$ cat src/rtl/sctcq_pkg.sv
package sctcq_pkg;

  // item kinds
  localparam logic [1:0] KIND_SCAN  = 2'd0;
  localparam logic [1:0] KIND_READ  = 2'd1;
  localparam logic [1:0] KIND_FLUSH = 2'd2;

  // special scan codes
  localparam logic [7:0] LSHIFT_MAKE  = 8'h2A;
  localparam logic [7:0] RSHIFT_MAKE  = 8'h36;
  localparam logic [7:0] LSHIFT_BREAK = 8'hAA;
  localparam logic [7:0] RSHIFT_BREAK = 8'hB6;
  localparam logic [7:0] EXT_PREFIX   = 8'hE0;

  localparam int NUM_CODES = 96;
  localparam logic [7:0] FIRST_EXT = 8'h45;
  localparam logic [7:0] LAST_EXT  = 8'h53;
  localparam int NUM_EXT = 15;

  localparam logic [7:0] PLAIN_TAB [NUM_CODES] = '{
    8'h00, 8'h1B, 8'h31, 8'h32, 8'h33, 8'h34, 8'h35, 8'h36,
    8'h37, 8'h38, 8'h39, 8'h30, 8'h2D, 8'h3D, 8'h08, 8'h09,
    8'h71, 8'h77, 8'h65, 8'h72, 8'h74, 8'h79, 8'h75, 8'h69,
    8'h6F, 8'h70, 8'h5B, 8'h5D, 8'h0A, 8'h00, 8'h61, 8'h73,
    8'h64, 8'h66, 8'h67, 8'h68, 8'h6A, 8'h6B, 8'h6C, 8'h3B,
    8'h27, 8'h60, 8'h00, 8'h5C, 8'h7A, 8'h78, 8'h63, 8'h76,
    8'h62, 8'h6E, 8'h6D, 8'h2C, 8'h2E, 8'h2F, 8'h00, 8'h2A,
    8'h00, 8'h20, 8'h00, 8'h00, 8'h00, 8'h00, 8'h00, 8'h00,
    8'h00, 8'h00, 8'h00, 8'h00, 8'h00, 8'h00, 8'h00, 8'h37,
    8'h38, 8'h39, 8'h2D, 8'h34, 8'h35, 8'h36, 8'h2B, 8'h31,
    8'h32, 8'h33, 8'h30, 8'h2E, 8'h00, 8'h00, 8'h00, 8'h00,
    8'h00, 8'h00, 8'h00, 8'h00, 8'h00, 8'h00, 8'h00, 8'h00
  };

  localparam logic [7:0] SHIFT_TAB [NUM_CODES] = '{
    8'h00, 8'h1B, 8'h21, 8'h40, 8'h23, 8'h24, 8'h25, 8'h5E,
    8'h26, 8'h2A, 8'h28, 8'h29, 8'h5F, 8'h2B, 8'h08, 8'h09,
    8'h51, 8'h57, 8'h45, 8'h52, 8'h54, 8'h59, 8'h55, 8'h49,
    8'h4F, 8'h50, 8'h7B, 8'h7D, 8'h0A, 8'h00, 8'h41, 8'h53,
    8'h44, 8'h46, 8'h47, 8'h48, 8'h4A, 8'h4B, 8'h4C, 8'h3A,
    8'h22, 8'h7E, 8'h00, 8'h7C, 8'h5A, 8'h58, 8'h43, 8'h56,
    8'h42, 8'h4E, 8'h4D, 8'h3C, 8'h3E, 8'h3F, 8'h00, 8'h2A,
    8'h00, 8'h20, 8'h00, 8'h00, 8'h00, 8'h00, 8'h00, 8'h00,
    8'h00, 8'h00, 8'h00, 8'h00, 8'h00, 8'h00, 8'h00, 8'h37,
    8'h38, 8'h39, 8'h2D, 8'h34, 8'h35, 8'h36, 8'h2B, 8'h31,
    8'h32, 8'h33, 8'h30, 8'h2E, 8'h00, 8'h00, 8'h00, 8'h00,
    8'h00, 8'h00, 8'h00, 8'h00, 8'h00, 8'h00, 8'h00, 8'h00
  };

  // extended keys from code 0x45 up: numlock, scroll lock, home, up, pgup, ...
  localparam logic [7:0] EXT_TAB [NUM_EXT] = '{
    8'h80, 8'h81, 8'h82, 8'h83, 8'h84, 8'h2D, 8'h85, 8'h00,
    8'h86, 8'h2B, 8'h87, 8'h88, 8'h89, 8'h8A, 8'h8B
  };

  // translatable range is 0x01 .. 0x5F
  function automatic logic in_range(input logic [7:0] code);
    return (code != 8'h00) && (code < 8'(NUM_CODES));
  endfunction

  function automatic logic [7:0] norm_char(input logic [7:0] code, input logic shifted);
    logic [6:0] idx;
    idx = code[6:0];
    if (!in_range(code)) return 8'h00;
    return shifted ? SHIFT_TAB[idx] : PLAIN_TAB[idx];
  endfunction

  function automatic logic [7:0] ext_char(input logic [7:0] code);
    logic [7:0] off;
    off = code - FIRST_EXT;
    if (code < FIRST_EXT || code > LAST_EXT) return 8'h00;
    return EXT_TAB[off[3:0]];
  endfunction

  typedef struct packed {
    logic       push;
    logic [7:0] ch;
  } push_req_t;

  typedef struct packed {
    logic       push;
    logic       pop;
    logic       flush;
    logic [7:0] ch;
  } queue_cmd_t;

  typedef struct packed {
    logic stored;
    logic dropped;
    logic popped;
  } queue_status_t;

endpackage

$ cat src/rtl/sctcq_in_if.sv
interface sctcq_in_if;
  logic       valid;
  logic       ready;
  logic [1:0] kind;
  logic [7:0] scan_code;

  modport source (output valid, output kind, output scan_code, input ready);
  modport sink (input valid, input kind, input scan_code, output ready);
endinterface

$ cat src/rtl/sctcq_out_if.sv
interface sctcq_out_if;
  logic       valid;
  logic       ready;
  logic [7:0] char_out;
  logic       char_valid;
  logic       stored;
  logic       dropped;

  modport source (output valid, output char_out, output char_valid, output stored,
                  output dropped, input ready);
  modport sink (input valid, input char_out, input char_valid, input stored,
                input dropped, output ready);
endinterface

$ cat src/rtl/sctcq_decode.sv
module sctcq_decode (
  input  logic                  clk,
  input  logic                  rst,
  input  logic                  take,
  input  logic [7:0]            scan_code,
  output sctcq_pkg::push_req_t  push_req
);

  logic       shift_held;
  logic       shift_held_next;
  logic       prefix_pending;
  logic       prefix_pending_next;
  logic [7:0] ext_ch;

  assign ext_ch = sctcq_pkg::ext_char(scan_code);

  // scan byte interpretation
  always_comb begin
    shift_held_next     = shift_held;
    prefix_pending_next = prefix_pending;
    push_req.push       = 1'b0;
    push_req.ch         = 8'h00;
    if (take) begin
      priority if (prefix_pending) begin
        // byte after the prefix is always taken as an extended code
        prefix_pending_next = 1'b0;
        push_req.push       = (ext_ch != 8'h00);
        push_req.ch         = ext_ch;
      end else if (scan_code == sctcq_pkg::LSHIFT_MAKE ||
                   scan_code == sctcq_pkg::RSHIFT_MAKE) begin
        shift_held_next = 1'b1;
      end else if (scan_code == sctcq_pkg::LSHIFT_BREAK ||
                   scan_code == sctcq_pkg::RSHIFT_BREAK) begin
        shift_held_next = 1'b0;
      end else if (scan_code == sctcq_pkg::EXT_PREFIX) begin
        prefix_pending_next = 1'b1;
      end else begin
        // zero table entries are still queued as empty entries
        push_req.push = sctcq_pkg::in_range(scan_code);
        push_req.ch   = sctcq_pkg::norm_char(scan_code, shift_held);
      end
    end
  end

  always_ff @(posedge clk) begin
    if (rst) begin
      shift_held     <= 1'b0;
      prefix_pending <= 1'b0;
    end else begin
      shift_held     <= shift_held_next;
      prefix_pending <= prefix_pending_next;
    end
  end

endmodule

$ cat src/rtl/sctcq_queue.sv
module sctcq_queue #(
  parameter int QUEUE_DEPTH = 32
) (
  input  logic                      clk,
  input  logic                      rst,
  input  sctcq_pkg::queue_cmd_t     cmd,
  output sctcq_pkg::queue_status_t  status,
  output logic [7:0]                rd_data
);

  localparam int PW = (QUEUE_DEPTH > 1) ? $clog2(QUEUE_DEPTH) : 1;
  localparam logic [PW-1:0] LAST = PW'(QUEUE_DEPTH - 1);

  logic [7:0]    mem [QUEUE_DEPTH];
  logic [PW-1:0] head;
  logic [PW-1:0] tail;
  logic [PW-1:0] head_inc;
  logic [PW-1:0] tail_inc;
  logic          full;
  logic          empty;
  logic          do_write;
  logic          do_read;

  // ring pointer advance with wrap
  assign head_inc = (head == LAST) ? '0 : head + 1'b1;
  assign tail_inc = (tail == LAST) ? '0 : tail + 1'b1;

  assign full     = (tail_inc == head);
  assign empty    = (head == tail);
  assign do_write = cmd.push && !full;
  assign do_read  = cmd.pop && !empty;

  assign status.stored  = do_write;
  assign status.dropped = cmd.push && full;
  assign status.popped  = do_read;

  // pointers
  always_ff @(posedge clk) begin
    if (rst) begin
      head <= '0;
      tail <= '0;
    end else if (cmd.flush) begin
      head <= '0;
      tail <= '0;
    end else begin
      if (do_write) tail <= tail_inc;
      if (do_read) head <= head_inc;
    end
  end

  // character storage, read data registered
  always_ff @(posedge clk) begin
    if (do_write) mem[tail] <= cmd.ch;
    if (do_read) rd_data <= mem[head];
  end

endmodule

$ cat src/rtl/scan_code_to_char_queue.sv
// Set-1 scan code to character queue.
// Channel req carries one item per transfer: kind selects a scan code byte,
// a read of the queue head, or a flush of the queue; scan_code is the raw byte.
// Channel rsp returns exactly one result per accepted item: char_out and
// char_valid for a read, stored or dropped for a scan code, all zero otherwise.
// A read that returns char_valid with char_out zero is an empty entry to skip.
// The result of an item accepted at one edge is offered on rsp right after it.
// Throughput is one item per cycle while rsp does not stall, set by the single
// output register; table lookup, queue pointer update and the queue memory
// access all complete in the accept cycle.
// When rsp is stalled, the waiting result holds and req.ready stays low until
// rsp takes it; req.ready is high whenever the output register is empty or
// being drained in the same cycle.
// Reset clears the shift and prefix flags, empties the queue and drops any
// pending result. The queue holds QUEUE_DEPTH - 1 characters; a character
// arriving on a full queue is lost and reported as dropped.
module scan_code_to_char_queue #(
  parameter int QUEUE_DEPTH = 32
) (
  input  logic               clk,
  input  logic               rst,
  sctcq_in_if.sink           req,
  sctcq_out_if.source        rsp
);

  logic                     accept;
  logic                     out_valid;
  logic                     char_valid;
  logic                     stored;
  logic                     dropped;
  logic [7:0]               rd_data;
  sctcq_pkg::push_req_t     push_req;
  sctcq_pkg::queue_cmd_t    cmd;
  sctcq_pkg::queue_status_t status;

  assign req.ready = !out_valid || rsp.ready;
  assign accept    = req.valid && req.ready;

  sctcq_decode u_decode (
    .clk       (clk),
    .rst       (rst),
    .take      (accept && (req.kind == sctcq_pkg::KIND_SCAN)),
    .scan_code (req.scan_code),
    .push_req  (push_req)
  );

  // queue command for this transfer
  assign cmd.push  = push_req.push;
  assign cmd.ch    = push_req.ch;
  assign cmd.pop   = accept && (req.kind == sctcq_pkg::KIND_READ);
  assign cmd.flush = accept && (req.kind == sctcq_pkg::KIND_FLUSH);

  sctcq_queue #(
    .QUEUE_DEPTH (QUEUE_DEPTH)
  ) u_queue (
    .clk     (clk),
    .rst     (rst),
    .cmd     (cmd),
    .status  (status),
    .rd_data (rd_data)
  );

  // output register valid
  always_ff @(posedge clk) begin
    if (rst) begin
      out_valid <= 1'b0;
    end else if (accept) begin
      out_valid <= 1'b1;
    end else if (rsp.ready) begin
      out_valid <= 1'b0;
    end
  end

  // result flags
  always_ff @(posedge clk) begin
    if (accept) begin
      char_valid <= status.popped;
      stored     <= status.stored;
      dropped    <= status.dropped;
    end
  end

  assign rsp.valid      = out_valid;
  assign rsp.char_valid = char_valid;
  assign rsp.stored     = stored;
  assign rsp.dropped    = dropped;
  assign rsp.char_out   = char_valid ? rd_data : 8'h00;

endmodule

$ cat src/flat_wrapper.sv
// flat-port wrapper written by rule: the top's interface ports become plain ports
module scan_code_to_char_queue_flat 
#(
  parameter int QUEUE_DEPTH = 32
)
  (clk, rst, req_valid, req_kind, req_scan_code, req_ready, rsp_valid, rsp_char_out, rsp_char_valid, rsp_stored, rsp_dropped, rsp_ready);
  sctcq_in_if req_i ();
  sctcq_out_if rsp_i ();
  input  logic clk;
  input  logic rst;
  input wire logic [$bits(req_i.valid)-1:0] req_valid;
  input wire logic [$bits(req_i.kind)-1:0] req_kind;
  input wire logic [$bits(req_i.scan_code)-1:0] req_scan_code;
  output wire logic [$bits(req_i.ready)-1:0] req_ready;
  output wire logic [$bits(rsp_i.valid)-1:0] rsp_valid;
  output wire logic [$bits(rsp_i.char_out)-1:0] rsp_char_out;
  output wire logic [$bits(rsp_i.char_valid)-1:0] rsp_char_valid;
  output wire logic [$bits(rsp_i.stored)-1:0] rsp_stored;
  output wire logic [$bits(rsp_i.dropped)-1:0] rsp_dropped;
  input wire logic [$bits(rsp_i.ready)-1:0] rsp_ready;
  assign req_i.valid = req_valid;
  assign req_i.kind = req_kind;
  assign req_i.scan_code = req_scan_code;
  assign req_ready = req_i.ready;
  assign rsp_valid = rsp_i.valid;
  assign rsp_char_out = rsp_i.char_out;
  assign rsp_char_valid = rsp_i.char_valid;
  assign rsp_stored = rsp_i.stored;
  assign rsp_dropped = rsp_i.dropped;
  assign rsp_i.ready = rsp_ready;
  scan_code_to_char_queue #(.QUEUE_DEPTH(QUEUE_DEPTH)) u_core (.clk(clk), .rst(rst), .req(req_i), .rsp(rsp_i));
endmodule
$ cat config.mk
export PLATFORM = sky130hd
export DESIGN_NAME = scan_code_to_char_queue_flat
export DESIGN_NICKNAME = d
export VERILOG_FILES = /design/src/rtl/sctcq_pkg.sv /design/src/rtl/sctcq_in_if.sv /design/src/rtl/sctcq_out_if.sv /design/src/rtl/sctcq_decode.sv /design/src/rtl/sctcq_queue.sv /design/src/rtl/scan_code_to_char_queue.sv /design/src/flat_wrapper.sv
export SDC_FILE = /design/constraint.sdc
export NUM_CORES = 1
export LEC_CHECK = 0
export ABC_AREA = 1
export BUFFER_PORTS_ARGS = -buffer_cell sky130_fd_sc_hd__clkbuf_2
export CAP_MARGIN = 20
export CORE_UTILIZATION = 40
export CTS_BUF_LIST = sky130_fd_sc_hd__clkbuf_8
export CTS_CLUSTER_DIAMETER = 150
export DETAILED_ROUTE_END_ITERATION = 8
export MAX_ROUTING_LAYER = met4
export PLACE_DENSITY_LB_ADDON = 0.15
export SYNTH_ARGS = -nofsm -noshare
export SYNTH_HDL_FRONTEND = slang
export SYNTH_HIERARCHICAL = 1
export SYNTH_SLANG_ARGS = --single-unit
export TNS_END_PERCENT = 5
$ cat constraint.sdc
create_clock -name clk -period 6.2 [get_ports clk]
set_clock_uncertainty 0.2 [all_clocks]
set_input_delay 0.62 -clock clk [delete_from_list [all_inputs] [get_ports clk]]
set_output_delay 0.62 -clock clk [all_outputs]
set_load 0.05 [all_outputs]
### After elaboration in Yosys (flattened, before gate mapping)

Memories as Yosys holds them, arrays and structs flattened. A register that Yosys moved wholly into a read port is not among the register bits.
Cells that the tools add are included.

| storage, ports and cells | value |
|---|---|
| register bits after elaboration | 16 |
| bits in writable memories | 256 |
| memory bits (read-only) | 2176 |
| input port bits | 14 |
| output and inout bits | 13 |
| logic and storage cells | 92 |
| memories kept | 4 |

Memories:

| name | words | width | read ports | clocked after Yosys merged registers in | write ports | RTL line | RTL |
|---|---|---|---|---|---|---|---|
| (no name shown) | 128 | 8 | 1 | 0 | 0 | sctcq_pkg.sv:65 | `return shifted ? SHIFT_TAB[idx] : PLAIN_TAB[idx];` |
| (no name shown) | 128 | 8 | 1 | 0 | 0 | sctcq_pkg.sv:65 |  |
| u_core.u_queue.mem | 32 | 8 | 1 | 1 | 1 | sctcq_queue.sv:14 | `logic [7:0] mem [QUEUE_DEPTH];` |
| (no name shown) | 16 | 8 | 1 | 0 | 0 | sctcq_pkg.sv:72 | `return EXT_TAB[off[3:0]];` |

| cells by class | value |
|---|---|
| add/subtract/negate cells | 3 |
| order comparisons | 5 |
| equal/unequal tests | 11 |
| mux-type cells | 36 |
| bitwise logic cells | 3 |
| reductions and logical operators | 22 |

Operators by type and width:

| kind | number |
|---|---|
| 2-to-1 mux 8 bit | 12 |
| 2-to-1 mux 9 bit | 5 |
| equality test 8 bit (second input constant) | 3 |
| 2-to-1 mux 1 bit | 17 |
| equality test 8 x 6 -> 1 bit (second input constant) | 2 |
| < comparator 8 x 7 -> 1 bit (second input constant) | 2 |
| nonzero test 8 bit | 2 |
| adder 5 x 1 -> 5 bit (second input constant) | 2 |
| equality test 5 bit | 2 |
| equality test 5 bit (second input constant) | 2 |
| 2-to-1 mux 5 bit | 2 |
| greater-or-equal comparator 8 bit (second input constant) | 1 |
| > comparator 8 x 7 -> 1 bit (second input constant) | 1 |
| logical AND 1 bit | 8 |
| inverter 7 -> 8 bit | 1 |
| greater-or-equal comparator 5 bit (second input constant) | 1 |
| inverter 4 -> 5 bit | 1 |
| logical OR 1 bit | 4 |
| nonzero test 2 bit | 2 |
| subtractor 4 x 3 -> 4 bit (second input constant) | 1 |
| zero test 1 bit | 3 |
| AND reduction 3 bit | 1 |
| equality test 2 x 1 -> 1 bit (second input constant) | 1 |
| equality test 2 bit (second input constant) | 1 |
| other kinds (3) | 3 |

### Logic depth before layout (Yosys ltp)

Gate-level depths: netlist (run 1).

| depth | value |
|---|---|
| depth in word-level cells | 17 |
| mapped depth | 18 |
| depth with buffers taken out | 16 |

### By module

Netlist (run 1), hierarchy kept.

By module, submodules not included:

| module | times used | cells each | area an instance (um^2) | seq. area each (um^2) |
|---|---|---|---|---|
| sctcq_queue | 1 | 960 | 11427.2 | 8127.8 |
| sctcq_decode | 1 | 369 | 1858.0 | 40.0 |
| scan_code_to_char_queue | 1 | 35 | 257.7 | 110.1 |

### Least setup slack after synthesis (run 1)

OpenSTA, ideal clock, no wires.

| path | value |
|---|---|
| path type | input-to-reg |
| from | in req_scan_code[1] |
| to | mem u_core.u_queue.mem[0][7] (data pin) |
| setup time | 0.445 ns |
| arrival time | 3.150 ns |
| data required time | 5.555 ns |
| setup slack | 2.405 ns |
| stages on the path | 12 |
| path buffers | 2 |
| path through | buf_2 inv_1 ha_1 inv_1 ha_1 buf_2 inv_1 nand2_1 nand2_1 nand2_1 inv_1 nor3_1 |

RTL lines:

| element | RTL line | RTL |
|---|---|---|
| start: declaration | flat_wrapper.sv:13 | `input wire logic [$bits(req_i.scan_code)-1:0] req_scan_code;` |
| end: declaration | sctcq_queue.sv:14 |  |

==> results of run 1 <==
==> final cells by class <==
class                           instances  area share
Inverter                               88      0.0232
Tap cell                              448      0.0380
Sequential cell                       280       0.562
Multi-Input combinational cell        922       0.304
Clock buffer                           45      0.0420
Clock inverter                         39      0.0173
Timing Repair Buffer                   35      0.0134
==> metrics by stage <==
| stage | hold WS [ns] | std cells | utilization | power (mW) | area [µm²] |
|---|---|---|---|---|---|
| detailed placement | 0.308 | 1773 | 0.415 | 2.34 | 13900 |
| CTS | 0.0737 | 1857 | 0.441 | 3.90 | 14700 |
| global route | 0.0862 | 1857 | 0.441 | 4.00 | 14700 |
| finish | 0.0931 | 1857 | 0.441 | 3.86 | 14700 |
| global placement | 0.301 | 1773 | 0.415 | 2.34 | 13900 |
| floorplan | 0.265 | 1364 | - | 2.27 | 13500 |
==> layout by cell type, fill, tap and decap left out, drive strengths merged, types with 8 or more instances in the layout <==
master / instances
edfxtp: 267
nand2: 261
nor2: 260
o21ai: 162
inv: 97
nand3: 85
clkbuf: 71
a21oi: 42
o211ai: 39
clkinv: 24
ha: 23
o22ai: 13
dfxtp: 13
buf: 9
nand4: 8
nor3: 8
==> how the worst max path moves through the flow <==
stage / from / to / cells past startpoint
2_1_floorplan: req_scan_code[1] / u_core/u_queue/mem[0][7]$_DFFE_PP_ / 12
3_3_place_gp: req_scan_code[2] / u_core/u_queue/mem[16][5]$_DFFE_PP_ / 15
3_5_place_dp: req_scan_code[1] / u_core/u_queue/mem[16][5]$_DFFE_PP_ / 17
4_1_cts: req_scan_code[1] / u_core/u_queue/mem[16][5]$_DFFE_PP_ / 17
5_1_grt: req_scan_code[1] / u_core/u_queue/mem[14][2]$_DFFE_PP_ / 17
6_report: req_scan_code[2] / u_core/u_queue/mem[16][5]$_DFFE_PP_ / 15
==> power groups by stage <==
stage | clock [mW] | sequential (mW) | combinational, mW
6_report | 1.56 | 2.06 | 0.243
5_1_grt | 1.67 | 2.06 | 0.267
4_1_cts | 1.59 | 2.06 | 0.239
3_5_place_dp | 0 | 2.10 | 0.238
3_3_place_gp | 0 | 2.10 | 0.242
2_1_floorplan | 0 | 2.10 | 0.172
==> flip-flops by register name, summed over array words and instances, names as in the netlist <==
signal	flops
u_core/rsp.char_valid	1
u_core/rsp.dropped	1
u_core/rsp.stored	1
u_core/rsp.valid	1
u_core/u_decode/prefix_pending	1
u_core/u_decode/shift_held	1
u_core/u_queue/head	5
u_core/u_queue/mem	256
u_core/u_queue/rd_data	8
u_core/u_queue/tail	5
==> kinds of logic after synthesis <==
family / Yosys count / synth area share
compound gates: 266 / 0.111
flops: 280 / 0.611
buf+inv: 162 / 0.0600
xor+xnor: 6 / 0.00388
fa+ha+maj: 23 / 0.0212
simple gates: 627 / 0.193
==> layer usage <==
layer	vias to the layer above	global-route usage	wire length [µm]
li1	4730	-	-
met1	4846	0.305	16600
met2	368	0.377	18500
met3	68	0.0292	2360
met4	0	0.0666	913
met5	-	-	0
==> out/metrics.csv, run 1 <==
metric,value,unit
syn-instance-count,1364,
crit_arrival,3.91,ns
post-place-ws,1.79,ns
slew_violations,0,
cts_tree,built,
insertion_delay,0.56,ns
drc,0,
reg2reg_from,u_core/u_queue/tail[0]$_SDFFE_PP0P_,
routabilityCongestion,0.950,
power.static_leakage,5.71,nW
hp-class,input port to flop,
layout_min_cycle_time,3.91,ns
worstPathMaxFanout,26,
p_switching,0.934,mW
synthMostInstantiatedCell,edfxtp_1,
cts.hold.buffers_added,0,
synthArstFlopShare,0,
whs_path_depth,2,
grt_usage,0.232,
grt_max_degree,100,
num_io_pins,27,
dr.pass1.iters,5,
ys_warn_count,6,
fin_setup_tns,0,ns
clock_sinks,280,
cts_buffer_depth,3,
antenna_found_initial,0,
rr_worst_depth,15,
synth_seq_area_share,0.611,
rsz0062_at_grt,no,
path_class,input port to flop,
synthesis.area,13500,µm²
cp_top_family,simple AND/OR/NAND/NOR gates,
grt_pass1_wl,57500,µm
end_kind,flop,
routed_wirelength,38400,µm
status,finished clean,
yosysTopAreaCell,edfxtp_1,
slew_headroom,0.315,
setup_viol,0,
detail-route-antenna-nets,0,
core_area,33400,µm²
fmax,255,MHz
first_iter_violations,951,
drive_above_1_share,0.105,
min_to,u_core/rsp.valid$_SDFFE_PP0P_,
die_area,34600,µm²
row_count,67,
r2r_slack,2.81,ns
pwr_density_cell,262,nW/µm²
crit_path_cell_trace,clkbuf_2 > inv_2 > ha_1 > inv_1 > nor2_1 > nand2_1 > nand3_1 > nand2_1 > nor2_2 > nor2_1 > a21oi_2 > nand2_4 > inv_6 > nand2_4 > nor2_1,
synth_edf_count,267,
cpMostUsedCell,nor2_1,
antenna_cells,0,
critPathSlowestCell,nor2_1,
overflow,0,
nFillCells,3196,
numPortBuffers,26,
period_share,0.631,
seq_area,8290,µm²
die_w,186,µm
avgViaCountPerCell,5.39,
hpwlAfterDp,24200,µm
ctsResizeCount,0,
avgSynthCellArea,9.93,µm²
slowest_delay,0.62,ns
via_count,10012,
multi_input_area,4490,µm²
maxCapViolations,0,
initial_core_util,0.405,
clk_pin_slew_worst_paths,0.06,ns
power_frac_comb,0.063,
area_delta_synth_final,8.88,%
worstMarginPinSlew,1.03,ns
ys_seq_elements,280,
finalHoldViolations,0,
power_frac_clock,0.404,
worstPathRequired,6.19,ns
critPathBufInv,4,
min_from,rst,
reg2reg_to,u_core/u_queue/mem[16][5]$_DFFE_PP_,
post_drt_wl_per_cell,20.7,µm
p_seq_frac,0.534,
cts_setup_buffers,0,
clock_tree.root_cell,clkbuf_8,
startpoint_type,input port,
setup_slack,2.29,ns
synth_top_area_share,0.592,
grt_pass1_vias,9423,
synth_ff_type,edfxtp_1,
synth_common_cells,"edfxtp_1 (267), nand2_1 (250), nor2_1 (250)",
cts_buffers,45,
swShare,0.242,
cts.htree.levels,2,
die_y,186,µm
synthTopCellsByArea,"edfxtp_1 (59%), nand2_1 (6.9%), nor2_1 (6.9%), o21ai_0 (4.8%), nand3_1 (3.1%)",
syn_nets,1401,
intPower,2.93,mW
nets,1409,
vdd_ir_drop_max,0.000126,V
yosys.cell_types.count,44,
No activity file was read; power rests on OpenSTA's default activity.
==> inputs of run 2 (changes only) <==
clock period = 3.76 ns   (was 6.2 ns; I/O delays follow)
==> run 2 against run 1 <==
Against the previous run:
- via count is 1.2% higher
- largest cell class unchanged
- count of clock-buffer cells in the layout rose by 1
- critical endpoint is now u_core/u_queue/mem[1][1]$_DFFE_PP_
- clock power increased by 48%
==> out/metrics.csv, run 2 (synthesis gave the netlist of run 1 again) <==
metric,value,unit
worstMarginPinSlew,0.787,ns
layout_common_cells,"edfxtp_1 (267), nand2_1 (250), nor2_1 (249)",
nFillCells,3216,
finalHoldViolations,0,
area_delta_synth_final,11.5,%
regMostFlops,u_core/u_queue/mem,
grt_pass1_wl,57900,µm
dr.pass1.iters,5,
swShare,0.241,
nets,1467,
fmax,330,MHz
detail-route-antenna-nets,0,
core_area,33400,µm²
hpwlAfterDp,24200,µm
antenna_cells,0,
setup_viol,0,
reg2reg_from,u_core/u_queue/tail[0]$_SDFFE_PP0P_,
die_w,186,µm
period_share,0.807,
cts_buffers,46,
initial_core_util,0.405,
routed_wirelength,37800,µm
cts_tree,built,
numPortBuffers,26,
fin_setup_tns,0,ns
cts_setup_buffers,0,
crit_arrival,3.09,ns
grt_usage,0.232,
min_from,req_valid,
cts.htree.levels,2,
vdd_ir_drop_max,0.000232,V
row_count,67,
p_switching,1.48,mW
clock_tree.root_cell,clkbuf_8,
startpoint_type,flop,
grt_max_degree,123,
num_io_pins,27,
cp_top_family,simple AND/OR/NAND/NOR gates,
worstPathMaxFanout,9,
intPower,4.64,mW
crit_path_cell_trace,ha_1 > nand2_1 > nor2_1 > ha_1 > inv_1 > nand2_1 > nand2_1 > nor2_1 > nand2_1 > nor2_2 > nand3_2 > nand2_4 > inv_6 > nand2_4 > nor2_1 > buf_4,
rsz0062_at_grt,no,
slew_headroom,0.475,
p_seq_frac,0.555,
avgViaCountPerCell,5.30,
via_count,10129,
top_regs,"u_core/u_queue/mem x256, u_core/u_queue/rd_data x8",
post-place-ws,0.351,ns
die_y,186,µm
critPathBufInv,3,
layout_min_cycle_time,3.03,ns
power.static_leakage,6.01,nW
setup_slack,0.726,ns
status,finished clean,
mostFrequentLayoutCell,edfxtp_1,
path_class,flop to flop,
drc,0,
insertion_delay,0.55,ns
clock_sinks,280,
pwr_density_cell,405,nW/µm²
slew_violations,0,
worstPathRequired,3.82,ns
largest_reg_flops,256,
overflow,0,
first_iter_violations,987,
routabilityCongestion,0.985,
end_kind,flop,
clk_pin_slew_worst_paths,0.06,ns
power_frac_clock,0.377,
post_drt_wl_per_cell,19.7,µm
hp-class,input port to flop,
power_frac_comb,0.068,
cts_buffer_depth,3,
maxCapViolations,0,
cpMostUsedCell,nand2_1,
drive_above_1_share,0.130,
grt_pass1_vias,9748,
antenna_found_initial,0,
slowest_delay,0.51,ns
critPathSlowestCell,dfxtp_1,
die_area,34600,µm²
startpoint,u_core/u_queue/tail[0]$_SDFFE_PP0P_,
## run 2: cell types whose count changed in the layout (fill, tap and decap cells not counted), moves of 4 or more
cell,before,now
buf_4,9,61
inv_1,84,91
nand2_1,246,250
nand2_2,8,4
## run 2: power by group through the flow
| stage | Combinational, mW | Clock, mW | Sequential [mW] |
|---|---|---|---|
| after global placement | 0.411 | 0 | 3.46 |
| after detailed placement | 0.409 | 0 | 3.46 |
| final | 0.417 | 2.31 | 3.40 |
| after global routing | 0.461 | 2.49 | 3.40 |
| after floorplan | 0.283 | 0 | 3.46 |
| after CTS | 0.413 | 2.36 | 3.40 |
## run 2: what timing repair did
action / in CTS / in global routing
gates resized for setup: 0 / 0
endpoints found under the hold margin: 3 / 0
hold buffers: 3 / 0
## run 2: layout make-up
| class | count | area (µm²) | area share |
|---|---|---|---|
| clock buffer | 46 | 633 | 0.0419 |
| tap | 448 | 561 | 0.0371 |
| sequential | 280 | 8290 | 0.549 |
| timing repair buffer | 92 | 658 | 0.0436 |
| multi-input combinational | 922 | 4480 | 0.296 |
| clock inverter | 36 | 148 | 0.00978 |
| inverter | 88 | 342 | 0.0226 |
## run 2: routing by layer
metal	routed length (µm)	global-route usage
met5	0	-
met4	915	0.0718
met3	2050	0.0278
met2	18400	0.379
met1	16400	0.302
## run 2: worst min-delay path, cell delays in order
cell and delay [ns]:
clkbuf_2 0.11, nand2_4 0.07, inv_1 0.14
## run 2: worst paths after layout
check / to / slack (ns) / cells after the start
worst max-delay path: u_core/u_queue/mem[1][1]$_DFFE_PP_ / 0.73 / 16
worst min-delay path: u_core/rsp.stored$_DFFE_PP_ / 0.10 / 3
worst max register to register: u_core/u_queue/mem[1][1]$_DFFE_PP_ / 0.73 / 16
worst min register to register: u_core/u_decode/prefix_pending$_SDFFE_PP0P_ / 0.31 / 2
## run 2: metrics by stage
stage	cells	instance area, µm²	utilization	power [mW]	hold WS [ns]
final	1912	15100	0.452	6.12	0.100
after floorplan	1364	13500	-	3.75	0.238
after CTS	1912	15100	0.452	6.17	0.0804
after detailed placement	1827	14300	0.427	3.87	0.308
after global placement	1827	14300	0.427	3.87	0.299
after global routing	1912	15100	0.452	6.34	0.117
==> inputs of run 3 (changes only) <==
clock period = 3.13 ns   (was 3.76 ns; I/O delays follow)
==> run 3 against run 2 <==
Against the previous run:
- power up 26%
- routed wire length increased by 1.2%
- sequential power increased by 20%
- setup slack worse by 0.34 ns
- count of clock-buffer cells in the layout is 1 higher
- sequential cell count unchanged
- combinational power rose by 27%
- non-clock buffer count increased by 25
- sequential share of layout area fell by 1.2 points
- die area unchanged
- register-to-register slack lost 0.34 ns
- critical path type unchanged
==> out/metrics.csv, run 3 (synthesis gave the netlist of run 1 again) <==
metric,value,unit
layout_min_cycle_time,2.75,ns
die_y,186,µm
worstPathMaxFanout,8,
area_delta_synth_final,13.9,%
rr_worst_depth,16,
top_regs,"u_core/u_queue/mem x256, u_core/u_queue/rd_data x8",
numPortBuffers,26,
cts_buffers,43,
worstMarginPinSlew,0.578,ns
end_kind,flop,
dr.pass1.iters,5,
wl_met2,18900,µm
reg2reg_to,u_core/u_queue/mem[17][1]$_DFFE_PP_,
detail-route-antenna-nets,0,
vdd_ir_drop_max,0.000274,V
maxCapViolations,0,
overflow,0,
status,finished clean,
wl_met1,16500,µm
routabilityCongestion,0.999,
initial_core_util,0.405,
cts_tree,built,
insertion_delay,0.56,ns
fmax,364,MHz
reg2reg_from,u_core/u_queue/tail[0]$_SDFFE_PP0P_,
hp-class,input port to flop,
finalHoldViolations,0,
worstPathRequired,3.22,ns
startpoint_type,flop,
r2r_slack,0.38,ns
grt_usage,0.232,
rsz0062_at_grt,no,
grt_pass1_wl,58100,µm
nets,1489,
cp-endpoint,u_core/u_queue/mem[17][1]$_DFFE_PP_,
routed_wirelength,38200,µm
drc,0,
crit_arrival,2.84,ns
regMostFlops,u_core/u_queue/mem,
crit_path_cell_trace,ha_1 > nand2_1 > nor2_1 > ha_1 > inv_1 > nand2_1 > nand2_1 > nor2_1 > nand2_1 > nor2_2 > nand3_2 > nand2_4 > inv_6 > nand2_4 > nor2_1 > buf_4,
cpMostUsedCell,nand2_1,
hpwlAfterDp,24600,µm
die_area,34600,µm²
pwr_density_cell,499,nW/µm²
critPathSlowestCell,dfxtp_1,
mostFrequentLayoutCell,edfxtp_1,
largest_reg_flops,256,
startpoint,u_core/u_queue/tail[0]$_SDFFE_PP0P_,
dp_cells,1852,
grt_pass1_vias,10004,
drive_above_1_share,0.147,
core_area,33400,µm²
cts.htree.levels,2,
seq_area,8290,µm²
via_count,10209,
setup_slack,0.382,ns
post-place-ws,0.0204,ns
fin_setup_tns,0,ns
multi_input_area,4470,µm²
period_share,0.878,
slowest_delay,0.31,ns
cp_top_family,simple AND/OR/NAND/NOR gates,
critPathBufInv,3,
grt_max_degree,105,
avgViaCountPerCell,5.29,
whs,0.0341,ns
clock_tree.root_cell,clkbuf_8,
routed-wl-met3,2070,µm
power.static_leakage,6.14,nW
slew_headroom,0.613,
layout_common_cells,"edfxtp_1 (267), nand2_1 (250), nor2_1 (249)",
num_io_pins,27,
row_count,67,
path_class,flop to flop,
ctsResizeCount,0,
slew_violations,0,
crit_cells,16,
post_drt_wl_per_cell,19.8,µm
nFillCells,3197,
die_w,186,µm
clock_sinks,280,
antenna_found_initial,0,
instances_no_fill,1931,
routed.top_layer,met4,
setup_viol,0,
cts_buffer_depth,3,
first_iter_violations,1111,
clk_pin_slew_worst_paths,0.06,ns
run 3: changes by cell type in the layout (fill, tap and decap cells not counted), sizes merged:
cell / change
clkinv: -1
inv: -11
bufinv: +4
buf: +25
diode: +1
clkbuf: +1
run 3: routing by layer:
layer / global-route usage / vias to the layer above
li1: - / 4880
met1: 0.299 / 4925
met2: 0.392 / 339
met3: 0.0247 / 65
met4: 0.0580 / 0
met5: - / -
run 3: worst min path at each step:
stage,startpoint,endpoint,slack [ns],cells after the start
final,req_valid,u_core/rsp.char_valid$_DFFE_PP_,0.03,3
after detailed placement,u_core/u_decode/prefix_pending$_SDFFE_PP0P_,u_core/u_decode/prefix_pending$_SDFFE_PP0P_,0.31,2
after global routing,req_valid,u_core/rsp.char_valid$_DFFE_PP_,0.04,3
after CTS,req_valid,u_core/rsp.char_valid$_DFFE_PP_,0.004,3
after floorplan,rst,u_core/rsp.valid$_SDFFE_PP0P_,0.18,1
after global placement,u_core/rsp.valid$_SDFFE_PP0P_,u_core/rsp.valid$_SDFFE_PP0P_,0.30,2
run 3: stage by stage:
step	utilization	total power, mW	cell area (µm²)
2_1_floorplan	-	4.50	13500
3_3_place_gp	0.434	4.68	14500
3_5_place_dp	0.434	4.68	14500
4_1_cts	0.461	7.77	15400
5_1_grt	0.461	7.95	15400
6_report	0.461	7.70	15400
run 3: repair_timing:
item | 4_1_cts | 5_1_grt
setup buffers | 0 | 0
hold buffers | 3 | 0
hold endpoints to repair | 3 | 0
run 3: layout make-up:
type / count / area share
flip-flops and latches: 280 / 0.537
clock inverters: 28 / 0.0144
inverters: 88 / 0.0221
repair buffers: 117 / 0.0581
clock buffers: 47 / 0.0419
multi-input cells: 922 / 0.290
well taps: 448 / 0.0363
diodes: 1 / 0.000162
run 3: worst reg2reg max path, cell delays in order, from the launching register on:
cell and delay (ns):
dfxtp_1 0.31, ha_1 0.25, nand2_1 0.13, nor2_1 0.05
ha_1 0.31, inv_1 0.06, nand2_1 0.05, nand2_1 0.05
nor2_1 0.11, nand2_1 0.07, nor2_2 0.11, nand3_2 0.17
nand2_4 0.14, inv_6 0.06, nand2_4 0.17, nor2_1 0.07
buf_4 0.18
run 3: where the power goes:
group	internal (mW)	total, mW	switching (mW)
combinational	0.164	0.530	0.366
sequential	4.07	4.08	0.0102
clock	1.71	3.10	1.38
